## config.mk

```make
export PLATFORM = sky130hd
export DESIGN_NAME = round_robin_ring_with_removal
export DESIGN_NICKNAME = d
export VERILOG_FILES = /design/src/rtl/core/rrr_pkg.sv /design/src/rtl/core/round_robin_ring_with_removal.sv /design/src/rtl/core/rrr_ram.sv /design/src/rtl/core/rrr_free_pick.sv /design/src/rtl/core/rrr_engine.sv
export SDC_FILE = /design/constraint.sdc
export NUM_CORES = 1
export LEC_CHECK = 0
export BUFFER_PORTS_ARGS = -buffer_cell sky130_fd_sc_hd__clkbuf_2
export CELL_PAD_IN_SITES_DETAIL_PLACEMENT = 0
export CELL_PAD_IN_SITES_GLOBAL_PLACEMENT = 1
export CORE_ASPECT_RATIO = 2
export CORE_MARGIN = 3
export CORE_UTILIZATION = 60
export CTS_BUF_LIST = sky130_fd_sc_hd__clkbuf_4
export DETAILED_ROUTE_END_ITERATION = 7
export PLACE_DENSITY_LB_ADDON = 0.1
export RECOVER_POWER = 50
export SLEW_MARGIN = 20
export SYNTH_ARGS = -nofsm -noshare
export SYNTH_HDL_FRONTEND = slang
export SYNTH_SLANG_ARGS = --single-unit
```

## constraint.sdc

```tcl
create_clock -name clk -period 7.69 [get_ports clk]
set_clock_uncertainty 0.1 [all_clocks]
set_input_delay 1.1535 -clock clk [delete_from_list [all_inputs] [get_ports clk]]
set_output_delay 1.1535 -clock clk [all_outputs]
set_load 0.005 [all_outputs]
```

## src/rtl/core/rrr_pkg.sv

```systemverilog
package rrr_pkg;

  // ring geometry
  localparam int SLOTS  = 16;
  localparam int SLOT_W = $clog2(SLOTS);
  localparam int CNT_W  = $clog2(SLOTS + 1);
  localparam int ID_W   = 16;

  localparam logic [CNT_W-1:0] SLOTS_CNT = CNT_W'(SLOTS);

  // item kinds
  localparam logic [1:0] KIND_JOIN = 2'd0;
  localparam logic [1:0] KIND_TURN = 2'd1;
  localparam logic [1:0] KIND_ELIM = 2'd2;

  // result status codes
  localparam logic [1:0] ST_OK        = 2'd0;
  localparam logic [1:0] ST_EMPTY     = 2'd1;
  localparam logic [1:0] ST_NOT_FOUND = 2'd2;
  localparam logic [1:0] ST_FULL      = 2'd3;

  typedef logic [SLOT_W-1:0] slot_t;
  typedef logic [ID_W-1:0]   id_t;
  typedef logic [CNT_W-1:0]  cnt_t;

  // requests from the engine to the id and link stores
  typedef struct packed {
    logic  id_we;
    slot_t id_addr;
    id_t   id_data;
    logic  link_we;
    slot_t link_addr;
    slot_t link_data;
    logic  rd_en;
    slot_t rd_addr;
  } mem_req_t;

  // one finished result word
  typedef struct packed {
    logic [1:0] status;
    logic       cur_valid;
    id_t        cur_id;
    cnt_t       count;
  } res_t;

endpackage

```

## src/rtl/core/round_robin_ring_with_removal.sv

```systemverilog
// channel  | handshake              | payload
// ---------+------------------------+-----------------------------------------------
// input    | in_valid / in_ready    | kind, member_id
// output   | out_valid / out_ready  | status, current_valid, current_member,
//          |                        | member_count
//
// one word in the engine at a time; it goes idle once its result enters the output
// register. join: S_JOIN, S_LINK_TAIL; end turn: S_TURN_RD, S_TURN_WB; eliminate:
// S_ELIM_START, one S_ELIM_CHK per link walked (to the match, or count if not found);
// empty ring, full store, unused kind: none; then all S_RDCUR, S_FINISH. in_ready comes
// back with out_valid. a stalled output holds the engine in S_FINISH until the register
// frees; reset clears pointers, count and used bits; stores are written before use.
module round_robin_ring_with_removal
  import rrr_pkg::*;
(
  input  logic             clk,
  input  logic             rst,
  input  logic             in_valid,
  output logic             in_ready,
  input  logic [1:0]       kind,
  input  logic [ID_W-1:0]  member_id,
  output logic             out_valid,
  input  logic             out_ready,
  output logic [1:0]       status,
  output logic             current_valid,
  output logic [ID_W-1:0]  current_member,
  output logic [CNT_W-1:0] member_count
);

  logic [SLOTS-1:0] used;
  logic             free_found;
  slot_t            free_slot;
  mem_req_t         mem_req;
  id_t              ids_rdata;
  slot_t            link_rdata;
  logic             res_valid;
  logic             res_ready;
  res_t             res;

  rrr_free_pick u_free (
    .used  (used),
    .found (free_found),
    .slot  (free_slot)
  );

  rrr_ram #(.WIDTH(ID_W), .DEPTH(SLOTS)) u_ids (
    .clk   (clk),
    .we    (mem_req.id_we),
    .waddr (mem_req.id_addr),
    .wdata (mem_req.id_data),
    .re    (mem_req.rd_en),
    .raddr (mem_req.rd_addr),
    .rdata (ids_rdata)
  );

  rrr_ram #(.WIDTH(SLOT_W), .DEPTH(SLOTS)) u_links (
    .clk   (clk),
    .we    (mem_req.link_we),
    .waddr (mem_req.link_addr),
    .wdata (mem_req.link_data),
    .re    (mem_req.rd_en),
    .raddr (mem_req.rd_addr),
    .rdata (link_rdata)
  );

  rrr_engine u_engine (
    .clk        (clk),
    .rst        (rst),
    .in_valid   (in_valid),
    .in_ready   (in_ready),
    .kind       (kind),
    .member_id  (member_id),
    .used       (used),
    .free_found (free_found),
    .free_slot  (free_slot),
    .mem_req    (mem_req),
    .ids_rdata  (ids_rdata),
    .link_rdata (link_rdata),
    .res_valid  (res_valid),
    .res_ready  (res_ready),
    .res        (res)
  );

  // output register
  assign res_ready = !out_valid || out_ready;

  always_ff @(posedge clk) begin
    if (rst) begin
      out_valid <= 1'b0;
    end else if (res_valid && res_ready) begin
      out_valid <= 1'b1;
    end else if (out_ready) begin
      out_valid <= 1'b0;
    end
  end

  always_ff @(posedge clk) begin
    if (res_valid && res_ready) begin
      status         <= res.status;
      current_valid  <= res.cur_valid;
      current_member <= res.cur_id;
      member_count   <= res.count;
    end
  end

endmodule

```

## src/rtl/core/rrr_ram.sv

```systemverilog
module rrr_ram #(
  parameter int WIDTH = 16,
  parameter int DEPTH = 16,
  localparam int AW = $clog2(DEPTH)
) (
  input  logic             clk,
  input  logic             we,
  input  logic [AW-1:0]    waddr,
  input  logic [WIDTH-1:0] wdata,
  input  logic             re,
  input  logic [AW-1:0]    raddr,
  output logic [WIDTH-1:0] rdata
);

  logic [WIDTH-1:0] mem [DEPTH];

  // one write port, one registered read port
  always_ff @(posedge clk) begin
    if (we) begin
      mem[waddr] <= wdata;
    end
    if (re) begin
      rdata <= mem[raddr];
    end
  end

endmodule

```

## src/rtl/core/rrr_free_pick.sv

```systemverilog
module rrr_free_pick
  import rrr_pkg::*;
(
  input  logic [SLOTS-1:0] used,
  output logic             found,
  output slot_t            slot
);

  // lowest unused slot wins
  always_comb begin
    found = 1'b0;
    slot  = '0;
    for (int i = SLOTS - 1; i >= 0; i--) begin
      if (!used[i]) begin
        found = 1'b1;
        slot  = SLOT_W'(i);
      end
    end
  end

endmodule

```

## src/rtl/core/rrr_engine.sv

```systemverilog
module rrr_engine
  import rrr_pkg::*;
(
  input  logic             clk,
  input  logic             rst,
  input  logic             in_valid,
  output logic             in_ready,
  input  logic [1:0]       kind,
  input  id_t              member_id,
  output logic [SLOTS-1:0] used,
  input  logic             free_found,
  input  slot_t            free_slot,
  output mem_req_t         mem_req,
  input  id_t              ids_rdata,
  input  slot_t            link_rdata,
  output logic             res_valid,
  input  logic             res_ready,
  output res_t             res
);

  typedef enum logic [3:0] {
    S_IDLE,
    S_JOIN,
    S_LINK_TAIL,
    S_TURN_RD,
    S_TURN_WB,
    S_ELIM_START,
    S_ELIM_CHK,
    S_RDCUR,
    S_FINISH
  } state_t;

  state_t     state;
  id_t        id_q;
  slot_t      fresh;
  slot_t      head;
  slot_t      tail;
  slot_t      turn;
  cnt_t       count;
  slot_t      walk;
  slot_t      prev;
  cnt_t       steps;
  logic [1:0] status_q;

  logic id_match;
  cnt_t steps_next;

  assign id_match   = (ids_rdata == id_q);
  assign steps_next = steps + 1'b1;

  // sequencer and ring pointers
  always_ff @(posedge clk) begin
    if (rst) begin
      state    <= S_IDLE;
      used     <= '0;
      head     <= '0;
      tail     <= '0;
      turn     <= '0;
      count    <= '0;
      status_q <= ST_OK;
    end else begin
      unique case (state)
        S_IDLE: begin
          if (in_valid) begin
            id_q     <= member_id;
            status_q <= ST_OK;
            unique case (kind)
              KIND_JOIN: begin
                if (count >= SLOTS_CNT || !free_found) begin
                  status_q <= ST_FULL;
                  state    <= S_RDCUR;
                end else begin
                  fresh <= free_slot;
                  state <= S_JOIN;
                end
              end
              KIND_TURN: begin
                if (count == '0) begin
                  status_q <= ST_EMPTY;
                  state    <= S_RDCUR;
                end else begin
                  state <= S_TURN_RD;
                end
              end
              KIND_ELIM: begin
                if (count == '0) begin
                  status_q <= ST_EMPTY;
                  state    <= S_RDCUR;
                end else begin
                  walk  <= head;
                  prev  <= tail;
                  steps <= '0;
                  state <= S_ELIM_START;
                end
              end
              default: begin
                state <= S_RDCUR;
              end
            endcase
          end
        end
        S_JOIN: begin
          used[fresh] <= 1'b1;
          state       <= S_LINK_TAIL;
        end
        S_LINK_TAIL: begin
          if (count == '0) begin
            head <= fresh;
          end
          tail  <= fresh;
          turn  <= fresh;
          count <= count + 1'b1;
          state <= S_RDCUR;
        end
        S_TURN_RD: begin
          state <= S_TURN_WB;
        end
        S_TURN_WB: begin
          turn  <= link_rdata;
          state <= S_RDCUR;
        end
        S_ELIM_START: begin
          state <= S_ELIM_CHK;
        end
        S_ELIM_CHK: begin
          if (id_match) begin
            // unlink the matching member
            used[walk] <= 1'b0;
            if (count == cnt_t'(1)) begin
              head  <= '0;
              tail  <= '0;
              turn  <= '0;
              count <= '0;
            end else begin
              if (walk == head) begin
                head <= link_rdata;
              end
              if (walk == tail) begin
                tail <= prev;
              end
              if (walk == turn) begin
                turn <= link_rdata;
              end
              count <= count - 1'b1;
            end
            state <= S_RDCUR;
          end else if (steps_next >= count) begin
            status_q <= ST_NOT_FOUND;
            state    <= S_RDCUR;
          end else begin
            steps <= steps_next;
            prev  <= walk;
            walk  <= link_rdata;
          end
        end
        S_RDCUR: begin
          state <= S_FINISH;
        end
        S_FINISH: begin
          if (res_ready) begin
            state <= S_IDLE;
          end
        end
        default: begin
          state <= S_IDLE;
        end
      endcase
    end
  end

  // store accesses per state
  always_comb begin
    mem_req = '0;
    unique case (state)
      S_JOIN: begin
        mem_req.id_we     = 1'b1;
        mem_req.id_addr   = fresh;
        mem_req.id_data   = id_q;
        mem_req.link_we   = 1'b1;
        mem_req.link_addr = fresh;
        mem_req.link_data = (count == '0) ? fresh : head;
      end
      S_LINK_TAIL: begin
        mem_req.link_we   = (count != '0);
        mem_req.link_addr = tail;
        mem_req.link_data = fresh;
      end
      S_TURN_RD: begin
        mem_req.rd_en   = 1'b1;
        mem_req.rd_addr = turn;
      end
      S_ELIM_START: begin
        mem_req.rd_en   = 1'b1;
        mem_req.rd_addr = walk;
      end
      S_ELIM_CHK: begin
        // follow the link straight from the read data
        mem_req.rd_en     = 1'b1;
        mem_req.rd_addr   = link_rdata;
        mem_req.link_we   = id_match && (count != cnt_t'(1));
        mem_req.link_addr = prev;
        mem_req.link_data = link_rdata;
      end
      S_RDCUR: begin
        mem_req.rd_en   = 1'b1;
        mem_req.rd_addr = turn;
      end
      default: begin
        mem_req = '0;
      end
    endcase
  end

  // handshake and result word
  assign in_ready      = (state == S_IDLE);
  assign res_valid     = (state == S_FINISH);
  assign res.status    = status_q;
  assign res.cur_valid = (count != '0);
  assign res.cur_id    = (count != '0) ? ids_rdata : '0;
  assign res.count     = count;

endmodule

```

# [Yosys cells after proc, flatten, opt, wreduce, memory -nomap -nowiden]
# Memory sizes are Yosys's and may differ from the RTL's. A register that Yosys moved wholly into a read port is not among the register bits.
# Index checks and enable logic that the tools add are counted.
# Widths: inputs -> output; s select.
[totals] elab_cells=193 ff_bits=97 mem_count=2 in_bits=22 ramBits=320
[classes] n_lt_le_gt_ge=6 addsub=3 reduce_logical=33 mux=96 n_bitwise=5 n_eq_ne=28
[mem_list] memory="u_ids.mem" words=16 word_bits=16 rd=1 rd_ports_with_merged_regs=1 write_ports=1 line="rrr_ram.sv:15" rtl="logic [WIDTH-1:0] mem [DEPTH];"
[mem_list] memory="u_links.mem" words=16 word_bits=4 rd=1 rd_ports_with_merged_regs=1 write_ports=1 line="rrr_ram.sv:15"
[op_table] op="$mux 4" n=32
[op_table] op="$mux 5" n=7
[op_table] op="$pmux 16 s2" n=1
[op_table] op="$pmux 4 s2" n=4
[op_table] op="$pmux 4 s8" n=1
[op_table] op="$pmux 9 s3" n=1
[op_table] op="$mux 1" n=26
[op_table] op="$pmux 4 s3" n=2
[op_table] op="$mux 21" n=1
[op_table] op="$pmux 5 s2" n=2
[op_table] op="$mux 3" n=6
[op_table] op="$and 16x16->16" n=1
[op_table] op="$eq 16x16->1" n=1
[op_table] op="$eq 4x3->1 const B" n=4
[op_table] op="$mux 16" n=1
[op_table] op="$not 16->16" n=1
[op_table] op="$or 16x16->16" n=1
[op_table] op="$pmux 5 s3" n=1
[op_table] op="$reduce_and 3->1" n=5
[op_table] op="$mux 2" n=7
[op_table] op="$eq 4x4->1" n=3
[op_table] op="$ne 3x1->1 const B" n=4
[op_table] op="$add 5x1->5 const B" n=2
[op_table] op="$lt 4x5->1 const B" n=2
[op_table] op="other kinds (31)" n=55

# [Depth between registers and ports, before layout]
[logic_depth] depth_word=22 mapped_depth=10 depth_no_buf=9

# [Modules after synthesis]
# Synthesis repeated with hierarchy kept, for this count alone.
[unflattened] cells_unflattened=1092 hier_area_um2=18101.1
[modules_own_cells] mod="rrr_ram (u_ids)" area_per_inst_um2=10202.3 seq_area_each_um2=8167.8 instances=1 cells_per_inst=432
[modules_own_cells] mod="rrr_engine" area_per_inst_um2=4250.3 seq_area_each_um2=1771.7 instances=1 cells_per_inst=467
[modules_own_cells] mod="rrr_ram (u_links)" area_per_inst_um2=2706.3 seq_area_each_um2=2042.0 instances=1 cells_per_inst=130
[modules_own_cells] mod="round_robin_ring_with_removal" area_per_inst_um2=775.7 seq_area_each_um2=740.7 instances=1 cells_per_inst=29
[modules_own_cells] mod="rrr_free_pick" area_per_inst_um2=166.4 seq_area_each_um2=0.0 instances=1 cells_per_inst=34

# [Worst setup path after synthesis]
# Ideal clock, no wire load.
[synth_timing] path_kind="reg2reg" startpoint="register u_engine.state[2]" endpoint="memory u_ids.mem[8][0] (enable)" t_required_ns=7.156 arrival_ns=2.913 slack_ns=4.244 setup_ns=0.434 path_stages_with_launch=8 synth_period_minus_slack_ns=3.446 path_cell_list="dfxtp_1 buf_2 or2_1 buf_2 nor2_2 buf_2 nand2_1 nor4_1"
[synth_between] elab_chain_len=4
[synth_lines] item="start, declared" line="rrr_engine.sv:33" rtl="state_t state;"
[synth_lines] item="start signal, assigned" line="rrr_engine.sv:54" rtl="state <= S_IDLE;"
[synth_lines] item="start signal, assigned" line="rrr_engine.sv:71" rtl="state <= S_RDCUR;"
[synth_lines] item="start signal, assigned" line="rrr_engine.sv:74" rtl="state <= S_JOIN;"
[synth_lines] item="$eq 4x1->1 (*)" line="rrr_engine.sv:174" rtl="unique case (state)"
[synth_lines] item="$mux 21 (*)" line="rrr_engine.sv:174"
[synth_lines] item="$mux 1" line="rrr_ram.sv:19" rtl="if (we) begin"
[synth_lines] item="$mux 1 (not written as such)" line="rrr_ram.sv:20" rtl="mem[waddr] <= wdata;"
[synth_lines] item="end, declared" line="rrr_ram.sv:15"
# Every way passes the cells marked *; elsewhere a longest branch is shown, timed or not.

# [Worst setup path in the final report]
[layout_timing] startpoint="register u_engine.state[1]" endpoint="register u_links.rdata[2], read port of u_links.mem (data pin)"
[layout_between] elab_chain_len=3
[layout_lines] item="$eq 4x2->1 or $eq 4x3->1 (tied branches)" line="rrr_engine.sv:174"
[layout_lines] item="$reduce_or 2->1 (no source line)"
[layout_lines] item="$pmux 5 s3 (*)" line="rrr_engine.sv:174"
[layout_lines] item="end, declared" line="rrr_ram.sv:12" rtl="output logic [WIDTH-1:0] rdata"
# Marked as above.
# A chain may end at the register's enable or synchronous reset.

==> results.toml <==
[floorplan]
die_h_um = 249.4
core-area_um2 = 29070
io_pins = 48
initial_utilization_pct = 61.16
die_x_um = 127.7
rows = 88
dieArea_um2 = 31860

[worst_setup_path]
end_kind = "flip-flop"
crit_chain = "and4bb_1 -> clkbuf_1 -> nand2_1 -> o21ai_4 -> buf_4 -> buf_4 -> mux4_2 -> a22oi_1 -> nand2_1"
arrival_ns = 5.24
cpMaxStageDelayCell = "clkbuf_1"
slowest_delay_ns = 0.74
critPathLaunchType = "flip-flop"
cp.required_ns = 8.08
critical-path-top-delay-family = "buffers and inverters"
critPathBufInv = 3
cp_max_fo = 38
critPathKind = "reg -> reg"

[timing]
tightest_slew_ns = 1.946
min_period_ns = 4.852
relSlewSlack_pct = -29.72
layout_setup_ws_ns = 2.838
slew_violations = 123
fin_setup_tns_ns = 0
fin_crit_sh_pct = 63.09
rsz0062_at_grt = "no"
hold_viol_final = 0
setup_viol = 0
fmax_mhz = 206.1

[layout]
final_cell_mix = "edfxtp_1, clkbuf_4, mux4_2"
design_area_um2 = 19630
syn_to_final_growth_pct = 10.43
layout_commonest_cell = "edfxtp_1"
fin_cells = 1588
nets = 1201
fillers = 2079
multi_input_area_um2 = 4842
utilization_pct = 67.54
ff_latch_area_um2 = 12720
drive_gt1_share_pct = 24.37

[detailed_routing]
wl_per_cell_um = 27.37
first_pass_iters = 5
drt_iter0_drc = 888
wirelength_um = 43470
vias = 10216
drc = 0
vias_per_cell = 6.433
final_antenna_net_count = 0

[global_routing]
grt_max_degree = 50
antenna_found_initial = 1
grt_pass1_wl_um = 64780
grt_pass1_vias = 10625
grt.total_usage_pct = 28.00
overflow = 0

[place]
dp_hpwl_um = 27110
post_dp_cell_area_um2 = 18550
post-place-ws_ns = 3.436
dp_cells = 1431
gp_congestion = 0.8938
placement.io_buffers = 47

[clocking]
ctsResizeCount = 0
post_cts_buffers = 0
cts-htree-levels = 3
path_clk_slew_ns = 0.07
cts_sinks = 437
ctsHoldBuffers = 0
cts_buffers = 92
tritoncts = "done"
cts.path.max_buffers = 3
cts-root-buf = "clkbuf_4"
insertion_delay_ns = 0.77

[synthesis]
avgSynthCellArea_um2 = 16.93
syn_area_um2 = 17780
synth_cell_types = 63
ys_ff_latch = 437
yosysWarnings = 0
synth_area_leaders = "edfxtp_1, mux4_2, dfxtp_1, a22oi_1, and2_1"
synthFlopType = "edfxtp_1"
synth_top_area_cell = "edfxtp_1"
syn-num-nets = 1085
synth.top_cell.area_share_pct = 67.06
ys_seq_area_share_pct = 71.56
syn-instance-count = 1050
synth_edf_count = 397
async_flop_share_pct = 0

[min_path]
min_path_type = "reg -> reg"

[pwr]
power.leakage_nw = 6.555
peakVddDrop_v = 0.0001707
p_per_area_nw_per_um2 = 263.0

[status]
violations = "capacitance limit, slew limit"
status = "complete, but fails checks"

[job]
maxCapViolations = 6
-- layout make-up --
type	count	area share, %
multi-input cells	543	24.66
clock inverters	16	0.4780
clock buffers	139	5.315
well taps	360	2.294
diodes	1	0.01275
repair buffers	75	2.109
inverters	17	0.3250
flip-flops and latches	437	64.80
-- where the power goes --
group | switching, mW | internal [mW] | leakage, nW
Combinational | 0.424 | 0.242 | 1.88
Clock | 0.825 | 0.852 | 0.685
Sequential | 0.0828 | 2.74 | 3.99
Total | 1.33 | 3.83 | 6.55
-- worst reg2reg max path, delay by kind of cell (launching register included) --
kind,cells,cell delay [ns]
flops,1,0.64
mux,1,0.42
simple gates,3,1.01
buf+inv,3,1.79
compound gates,2,0.61
-- metal layers --
layer  GRT usage [%]  wire, um  vias to the layer above
li1                -         -                     4464
met1           31.90     14900                     5193
met2           50.01     23980                      457
met3           5.569      2726                      102
met4           13.24      1861                        0
met5               0         0                        -
-- sequential cells by signal, indices dropped and copies added (netlist names), 5 cells and up --
name / flops
u_ids.mem: 256
u_links.mem: 64
current_member: 16
u_engine.id_q: 16
u_engine.used: 16
u_ids.rdata: 16
member_count: 5
u_engine.count: 5
u_engine.steps: 5
-- cell usage after synthesis (16+ instances only) --
cell        n
xor2_1     21
a22oi_1    45
edfxtp_1  397
clkbuf_1   36
and2_1     39
o21ai_0    17
mux4_2     80
inv_1      16
nand2_1    62
dfxtp_1    40
a211oi_1   17
a21oi_1    26
nor2_1     63
-- worst paths after layout --
path                                end  depth (start not counted)                         startpoint  slack (ns)
max reg2reg  u_links.rdata[2]$_DFFE_PN_                          9     u_engine.state[1]$_SDFFE_PP0P_        2.84
min                 status[1]$_DFFE_PP_                          0  u_engine.status_q[1]$_SDFFE_PP0P_        0.35
min reg2reg         status[1]$_DFFE_PP_                          0  u_engine.status_q[1]$_SDFFE_PP0P_        0.35
max          u_links.rdata[2]$_DFFE_PN_                          9     u_engine.state[1]$_SDFFE_PP0P_        2.84
-- cells by family after synthesis --
group | share of synthesized area (%)
compound gates | 6.475
xor+xnor | 1.527
fa+ha+maj | 0.9149
buf+inv | 1.696
flops | 71.56
mux | 10.64
simple gates | 7.186
-- stage by stage --
step / hold slack [ns] / power [mW]
after floorplan: 0.3064 / 3.296
after global placement: 0.3289 / 3.528
after detailed placement: 0.3332 / 3.539
after CTS: 0.3565 / 5.204
after global routing: 0.3666 / 5.391
final: 0.3457 / 5.163
Note: power is estimated with default switching activity, not from simulation.
